$ cat src/design/dpts_pkg.sv
// Shared types and constants for the dynamic priority task selector.
package dpts_pkg;

    localparam int TASK_W = 3;
    localparam int TAG_W = 8;
    localparam int MAX_RANKS = 8;

    typedef enum logic [1:0] {
        FUNC_ENQ   = 2'd0,
        FUNC_SEL   = 2'd1,
        FUNC_YIELD = 2'd2,
        FUNC_NONE  = 2'd3
    } t_func;

    typedef enum logic [1:0] {
        ST_OK    = 2'd0,
        ST_FULL  = 2'd1,
        ST_EMPTY = 2'd2,
        ST_RSVD  = 2'd3
    } t_status;

    typedef enum logic [1:0] {
        BE_IDLE = 2'd0,
        BE_SCAN = 2'd1,
        BE_SHIFT = 2'd2
    } t_be_state;

    localparam logic ADDR_PRIO = 1'b0;
    localparam logic ADDR_LEN  = 1'b1;

    localparam logic [23:0] PRIO_RESET = 24'd16434824;
    localparam logic [3:0]  LEN_RESET  = 4'd8;

    typedef struct packed {
        logic [1:0]        func;
        logic [TASK_W-1:0] task_id;
        logic [TAG_W-1:0]  instance_tag;
    } t_in;

    typedef struct packed {
        logic [1:0]        status;
        logic [TASK_W-1:0] sel_task_id;
        logic [TAG_W-1:0]  sel_instance_tag;
        logic              by_priority;
    } t_out;

endpackage

$ cat src/design/dpts_front.sv
// Front end: accepts requests and holds them in a small command queue.
module dpts_front (
    input  logic           i_clk,
    input  logic           i_rst_n,
    input  logic           i_start,
    input  dpts_pkg::t_in  i_req,
    output logic           o_busy,
    input  logic           i_pop,
    output logic           o_valid,
    output dpts_pkg::t_in  o_req
);
    import dpts_pkg::*;

    // two-entry queue
    t_in        r_q [2];
    logic [1:0] r_cnt, n_cnt;
    logic       r_rd, r_wr;
    logic       push;

    assign o_busy  = r_cnt[1];
    assign push    = i_start && !r_cnt[1];
    assign o_valid = r_cnt != 2'd0;
    assign o_req   = r_q[r_rd];

    always_comb begin
        n_cnt = r_cnt + {1'b0, push} - {1'b0, i_pop};
    end

    always_ff @(posedge i_clk) begin
        if (!i_rst_n) begin
            r_cnt <= '0;
            r_rd  <= 1'b0;
            r_wr  <= 1'b0;
        end else begin
            r_cnt <= n_cnt;
            if (push) r_wr <= !r_wr;
            if (i_pop) r_rd <= !r_rd;
        end
        if (push) r_q[r_wr] <= i_req;
    end
endmodule

$ cat src/design/dpts_back.sv
// Back end: ready queue, rank walk and removal with compaction.
module dpts_back #(
    parameter int NUM_TASKS = 8,
    parameter int QUEUE_DEPTH = 16
) (
    input  logic           i_clk,
    input  logic           i_rst_n,
    input  logic           i_valid,
    input  dpts_pkg::t_in  i_req,
    output logic           o_pop,
    input  logic [23:0]    i_prio,
    input  logic [3:0]     i_len,
    output logic           o_strobe,
    output dpts_pkg::t_out o_res
);
    import dpts_pkg::*;

    localparam int QW = $clog2(QUEUE_DEPTH);
    localparam int CW = $clog2(QUEUE_DEPTH + 1);

    logic [TASK_W-1:0] r_task [QUEUE_DEPTH];
    logic [TAG_W-1:0]  r_tag  [QUEUE_DEPTH];
    logic [CW-1:0]     r_count, n_count;
    logic              r_yv, n_yv, r_lv, n_lv;
    logic [TASK_W-1:0] r_yt, n_yt, r_lt, n_lt;
    t_be_state         r_st, n_st;
    logic [2:0]        r_rank, n_rank;
    logic [QW-1:0]     r_pos, n_pos;
    logic              r_found, n_found;
    t_out              r_res, n_res;
    logic              r_stb, n_stb;

    logic [3:0]        ranks;
    logic [TASK_W-1:0] want;
    logic              hit;
    logic [QW-1:0]     hit_pos;
    logic              enq_we, shift_en;

    assign ranks = (i_len > 4'd8) ? 4'd8 : i_len;
    assign want  = i_prio[r_rank*3 +: 3];

    // oldest matching entry among the valid ones
    always_comb begin
        hit = 1'b0;
        hit_pos = '0;
        for (int i = QUEUE_DEPTH - 1; i >= 0; i--) begin
            if (CW'(i) < r_count && r_task[i] == want) begin
                hit = 1'b1;
                hit_pos = QW'(i);
            end
        end
    end

    always_comb begin
        n_st = r_st; n_rank = r_rank; n_pos = r_pos; n_found = r_found;
        n_count = r_count; n_yv = r_yv; n_yt = r_yt; n_lv = r_lv; n_lt = r_lt;
        n_res = r_res; n_stb = 1'b0;
        o_pop = 1'b0; enq_we = 1'b0; shift_en = 1'b0;
        case (r_st)
            BE_IDLE: begin
                if (i_valid) begin
                    n_res = '0;
                    case (t_func'(i_req.func))
                        FUNC_ENQ: begin
                            o_pop = 1'b1; n_stb = 1'b1;
                            if (r_count >= CW'(QUEUE_DEPTH)) n_res.status = ST_FULL;
                            else begin
                                enq_we = 1'b1;
                                n_count = r_count + 1'b1;
                            end
                        end
                        FUNC_SEL: begin
                            if (r_count == '0) begin
                                o_pop = 1'b1; n_stb = 1'b1;
                                n_res.status = ST_EMPTY;
                            end else begin
                                n_st = BE_SCAN; n_rank = '0;
                                n_pos = '0; n_found = 1'b0;
                            end
                        end
                        FUNC_YIELD: begin
                            o_pop = 1'b1; n_stb = 1'b1;
                            if (r_lv) begin n_yv = 1'b1; n_yt = r_lt; end
                        end
                        default: begin
                            o_pop = 1'b1; n_stb = 1'b1;
                        end
                    endcase
                end
            end
            BE_SCAN: begin
                // one rank per cycle
                if ({1'b0, r_rank} >= ranks) begin
                    n_st = BE_SHIFT;
                end else begin
                    if ({2'b0, want} < 5'(NUM_TASKS) && !(r_yv && want == r_yt) && hit)
                    begin
                        n_pos = hit_pos; n_found = 1'b1; n_st = BE_SHIFT;
                    end else if (r_rank == 3'd7) begin
                        n_st = BE_SHIFT;
                    end
                    n_rank = r_rank + 3'd1;
                end
            end
            BE_SHIFT: begin
                o_pop = 1'b1; n_stb = 1'b1; shift_en = 1'b1;
                n_res.status = ST_OK;
                n_res.sel_task_id = r_task[r_pos];
                n_res.sel_instance_tag = r_tag[r_pos];
                n_res.by_priority = r_found;
                n_lv = 1'b1; n_lt = r_task[r_pos];
                n_yv = 1'b0; n_yt = '0;
                n_count = r_count - 1'b1;
                n_st = BE_IDLE;
            end
            default: n_st = BE_IDLE;
        endcase
    end

    always_ff @(posedge i_clk) begin
        if (!i_rst_n) begin
            r_st <= BE_IDLE; r_count <= '0; r_yv <= 1'b0; r_yt <= '0;
            r_lv <= 1'b0; r_lt <= '0; r_stb <= 1'b0; r_rank <= '0;
            r_pos <= '0; r_found <= 1'b0; r_res <= '0;
        end else begin
            r_st <= n_st; r_count <= n_count; r_yv <= n_yv; r_yt <= n_yt;
            r_lv <= n_lv; r_lt <= n_lt; r_stb <= n_stb; r_rank <= n_rank;
            r_pos <= n_pos; r_found <= n_found; r_res <= n_res;
        end
        if (enq_we) begin
            r_task[r_count[QW-1:0]] <= i_req.task_id;
            r_tag[r_count[QW-1:0]]  <= i_req.instance_tag;
        end
        if (shift_en) begin
            for (int i = 0; i < QUEUE_DEPTH - 1; i++) begin
                if (QW'(i) >= r_pos) begin
                    r_task[i] <= r_task[i+1];
                    r_tag[i]  <= r_tag[i+1];
                end
            end
        end
    end

    assign o_strobe = r_stb;
    assign o_res    = r_res;
endmodule

$ cat src/design/dynamic_priority_task_selector.sv
// Top level: APB register file plus front command queue and back scheduler.
// An enqueue, a yield or a select on an empty queue passes from the front queue
// into the back end, which registers its result and strobe. A select walks
// one priority rank per cycle through at most eight ranks (list_length is
// capped at eight) and then removes the chosen entry from the ready queue.
// Requests may wait in the front queue behind earlier ones. The front holds two requests;
// busy rises when both slots are full. Each result is strobed for exactly one
// cycle and the receiver cannot stall it.
module dynamic_priority_task_selector #(
    parameter int NUM_TASKS = 8,
    parameter int QUEUE_DEPTH = 16
) (
    input  logic           i_clk,
    input  logic           i_rst_n,
    input  logic           start,
    output logic           busy,
    input  dpts_pkg::t_in  i_req,
    output logic           o_strobe,
    output dpts_pkg::t_out o_res,
    input  logic           psel,
    input  logic           penable,
    input  logic           pwrite,
    input  logic [2:0]     paddr,
    input  logic [31:0]    pwdata,
    output logic [31:0]    prdata,
    output logic           pready
);
    import dpts_pkg::*;

    logic [23:0] r_prio;
    logic [3:0]  r_len;
    logic        q_valid, q_pop;
    t_in         q_req;

    assign pready = 1'b1;
    assign prdata = (paddr[2] == ADDR_LEN) ? {28'd0, r_len} :
                    (paddr[1:0] == 2'd0 ? {8'd0, r_prio} : 32'd0);

    always_ff @(posedge i_clk) begin
        if (!i_rst_n) begin
            r_prio <= PRIO_RESET;
            r_len  <= LEN_RESET;
        end else if (psel && penable && pwrite && paddr[1:0] == 2'd0) begin
            if (paddr[2] == ADDR_PRIO) r_prio <= pwdata[23:0];
            else r_len <= pwdata[3:0];
        end
    end

    dpts_front u_front (
        .i_clk, .i_rst_n, .i_start(start), .i_req, .o_busy(busy),
        .i_pop(q_pop), .o_valid(q_valid), .o_req(q_req)
    );

    dpts_back #(.NUM_TASKS(NUM_TASKS), .QUEUE_DEPTH(QUEUE_DEPTH)) u_back (
        .i_clk, .i_rst_n, .i_valid(q_valid), .i_req(q_req), .o_pop(q_pop),
        .i_prio(r_prio), .i_len(r_len), .o_strobe, .o_res
    );
endmodule

$ cat config.mk
export PLATFORM = sky130hd
export DESIGN_NAME = dynamic_priority_task_selector
export DESIGN_NICKNAME = d
export VERILOG_FILES = /design/src/design/dpts_pkg.sv /design/src/design/dpts_front.sv /design/src/design/dpts_back.sv /design/src/design/dynamic_priority_task_selector.sv
export SDC_FILE = /design/constraint.sdc
export NUM_CORES = 1
export LEC_CHECK = 0
export ABC_AREA = 1
export BUFFER_PORTS_ARGS = -buffer_cell sky130_fd_sc_hd__buf_2
export CAP_MARGIN = 20
export CELL_PAD_IN_SITES_DETAIL_PLACEMENT = 0
export CELL_PAD_IN_SITES_GLOBAL_PLACEMENT = 1
export CORE_MARGIN = 3
export CORE_UTILIZATION = 41
export DETAILED_ROUTE_END_ITERATION = 10
export PLACE_DENSITY_LB_ADDON = 0.2
export SYNTH_ARGS = -nofsm -noshare
export SYNTH_HDL_FRONTEND = slang
export SYNTH_SLANG_ARGS = --single-unit
$ cat constraint.sdc
create_clock -name i_clk -period 2.48 [get_ports i_clk]
set_input_delay 0.62 -clock i_clk [delete_from_list [all_inputs] [get_ports i_clk]]
set_output_delay 0.62 -clock i_clk [all_outputs]
set_load 0.02 [all_outputs]
==> impl_metrics.toml <==
[clock_tree]
numCtsBuffers = 34
clock-sinks = 277
clk_path_buf_depth = 3
htreeDepth = 2
cts_root_buffer = "clkbuf_16"
path_clk_slew_ns = 0.06
cts_tree = "built"
clock_latency_ns = 0.53
cts_hold_buffers = 0

[status]
violations = "setup timing"
status = "finished, violations left"

[timing]
slew_viol_final = 0
setup_viol = 11
worstMarginPinSlew_ns = 0.867
fmaxAchievable_mhz = 373
post-route-period-util_pct = 108
report.final.hold_viol_count = 0
timing.final.ws_setup_ns = -0.199
fin_skew_ns = 0.0205
period_needed_ns = 2.68
slew-limit-headroom_pct = 42.0
final.setup.tns_ns = -1.36
rsz0062_at_grt = "yes"

[floorplan]
die_width_um = 194
coreArea_mm2 = 0.0347
die_h_um = 194
start_util_pct = 41.8
die_area_mm2 = 0.0377
io_pins = 103
rows = 68

[synth]
ys_ff_latch = 277
synthDistinctLibCells = 44
netlist_area_mm2 = 0.0145
yosysSeqAreaShare_pct = 52.1
yosys.area.top_type = "edfxtp_1"
synth_edf_count = 202
synth_ff_type = "edfxtp_1"
synth_compound_area_share_pct = 16.5
synth-simple-area-share_pct = 16.6
synthArstFlopShare_pct = 0
synth_top_area_share_pct = 41.8
yosysWarnings = 0
syn_inst = 1677
synth_fa_ha_area_share_pct = 1.03
synth_area_leaders = "edfxtp_1 (42%), dfxtp_1 (10%), nand2_1 (9.6%), o21ai_0 (8.2%), inv_1 (4.8%)"
synth_xor_area_share_pct = 1.78
synthMuxAreaShare_pct = 3.49
synth_area_per_cell_um2 = 8.66
synth_top_family_by_area = "simple AND/OR/NAND/NOR gates"

[power]
ir_drop_mv = 0.725
powerDensity_mw_per_mm2 = 883
p_leak_nw = 7.38

[grt]
grt.total_usage_pct = 22.8
antenna_found_initial = 0
grt-ovfl-total = 0
grt_max_degree = 42
grt_pass1_vias = 12100
grt_pass1_wl_um = 68600

[run]
max_cap_viol_count = 0

[route]
dr_wl_met2_um = 20200
wl_per_cell_um = 18.8
drc = 0
topRoutingLayerUsed = "met4"
wl_met3_um = 2520
first_iter_violations = 935
via_count = 12300
routed_wl_um = 43500
wl_met1_um = 19700
drtPass1Iterations = 5
viasPerCell = 5.33
final_antenna_net_count = 0

[critical_path]
worst_ep_required_time_ns = 2.93
criticalPathCategory = "register to register"
crit_start = "u_back.r_rank[0]"
endpoint_kind = "register"
rr_startpoint = "u_back.r_rank[0]"
cp_slowest_stage_delay_ns = 0.38
path_cells = "buf_12 -> nand2_4 -> nand3_2 -> nand3_4 -> nand2_8 -> buf_12 -> xor2_2 -> nor3_2 -> nand3_1 -> and2_4 -> nand2_4 -> nor2_2 -> nand3b_1 -> nand4_1 -> nor2_1 -> nand2_2 -> a21oi_2"
arrival_ns = 3.13
cp-start-kind = "register"
path_max_fanout = 7
critPathSlowestCell = "dfxtp_4"

[finish]
n_antenna_cell = 0
area_growth_pct = 21.6
final_layout_size_suffix_gt1_share_pct = 22.2
fin_area_mm2 = 0.0177
fin_nets = 1896

[hold_path]
hp-start = "i_req[3]"
hold_class = "input port to register"

[placement]
port-buffer-count = 85
dp_hpwl_um = 30900
gp_congestion = 0.917
dpl_cell_area_mm2 = 0.0160
dp_slack_ns = -0.201
==> layout make-up <==
| class | instances | area (µm²) |
|---|---|---|
| clock buffer | 46 | 927 |
| clock inverter | 15 | 118 |
| fill | 3308 | 17100 |
| inverter | 193 | 737 |
| multi-input combinational | 1105 | 6160 |
| sequential | 277 | 7580 |
| tap | 455 | 569 |
| timing repair buffer | 219 | 1570 |
==> synth_stat cells, drive strengths merged, types with 2 or more instances <==
cell     count
nand2      376
o21ai      245
edfxtp     202
inv        190
a21oi      133
nand3       82
clkbuf      80
dfxtp       75
nor2        70
mux2        45
o211ai      32
buf         29
nor3        29
xor2        24
o31ai       15
ha          12
a211oi      10
nand4        5
o2111ai      4
clkinv       3
a221oi       2
and2         2
conb         2
nor4         2
xnor2        2
==> placed cells by master, fill, tap and decap left out, types with 7 or more instances in the layout <==
| master | netlist | routed |
|---|---|---|
| nand2_2 | 2 | 8 |
| nor2_1 | 68 | 58 |
| o21ai_1 | 8 | 16 |
| nor2_2 | 2 | 9 |
| buf_2 | 0 | 85 |
| nor3_1 | 27 | 26 |
| edfxtp_1 | 202 | 202 |
| mux2_2 | 45 | 45 |
| clkbuf_16 | 0 | 35 |
| xor2_2 | 3 | 9 |
| xor2_1 | 21 | 15 |
| nand3_1 | 76 | 64 |
| dfxtp_1 | 75 | 70 |
| o211ai_1 | 31 | 31 |
| ha_1 | 12 | 12 |
| nand3_2 | 6 | 12 |
| nand2_1 | 371 | 355 |
| a21oi_1 | 133 | 127 |
| nand2_4 | 3 | 11 |
| clkinv_1 | 3 | 7 |
| buf_4 | 10 | 118 |
| o21ai_0 | 237 | 228 |
| o31ai_1 | 15 | 11 |
| clkbuf_1 | 80 | 10 |
| conb_1 | 2 | 9 |
| inv_1 | 184 | 182 |
| a211oi_1 | 10 | 9 |
==> report_power, final <==
group | switching (mW) | internal (mW)
combinational | 3.17 | 1.87
sequential | 0.158 | 5.65
clock | 1.99 | 2.75
total | 5.32 | 10.3
==> per-layer routing <==
layer	track usage [%]	up-vias
li1	-	5978
met1	32.3	5902
met2	36.7	373
met3	3.11	67
met4	6.86	0
met5	0	-
==> metrics by stage <==
stage	hold WS (ns)	power, mW	std cells	utilization [%]
floorplan	0.426	8.66	1684	-
global placement	0.436	10.2	2227	46.0
finish	0.281	15.6	2310	50.9
detailed placement	0.454	10.3	2227	46.0
CTS	0.262	15.4	2305	49.9
global route	0.273	16.4	2310	50.9
==> critical path: cells and delay by family, from the launching register on <==
family,cells,cell delay (ns)
simple gates,13,1.61
buf+inv,2,0.31
xor+xnor,1,0.14
flops,1,0.38
compound gates,1,0.13
==> state kept, by name (all words and copies together), names as in the netlist, 2 cells and up, named ones only <==
signal and count:
u_back.r_lt 3, u_front.r_q 26, u_back.r_yt 3, u_back.r_count 5
u_back.o_res 14, u_back.r_rank 3, u_front.r_cnt 2, r_prio 24
u_back.r_pos 4, r_len 4, u_back.r_st 2, u_back.r_task 48
u_back.r_tag 128
==> kinds of logic (layout without fill, tap and decap cells) <==
logic type               Yosys count  in the layout
AO/OA/AOI/OAI                    443            443
XOR/XNOR                          26             26
multiplexers                      45             45
flip-flops                       277            277
adder cells (fa/ha/maj)           12             12
buffers and inverters            302            473
other                              2              9
AND/OR/NAND/NOR                  570            570
==> path summary, 6_finish.rpt <==
check	end	slack, ns	cells past startpoint
setup / recovery	u_back.r_pos[0]	-0.20	17
hold / removal	u_front.r_q[0][3]	0.28	1
setup reg to reg	u_back.r_pos[0]	-0.20	17
hold reg to reg	register	0.46	1
==> timing repair <==
action | in CTS | in global routing
pin swaps | 31 | 30
setup endpoints to repair | 72 | 87
resized for setup | 41 | 67
buffers inserted | 18 | 4
gates cloned | 1 | 1
Note: power is estimated with default switching activity, not from simulation.
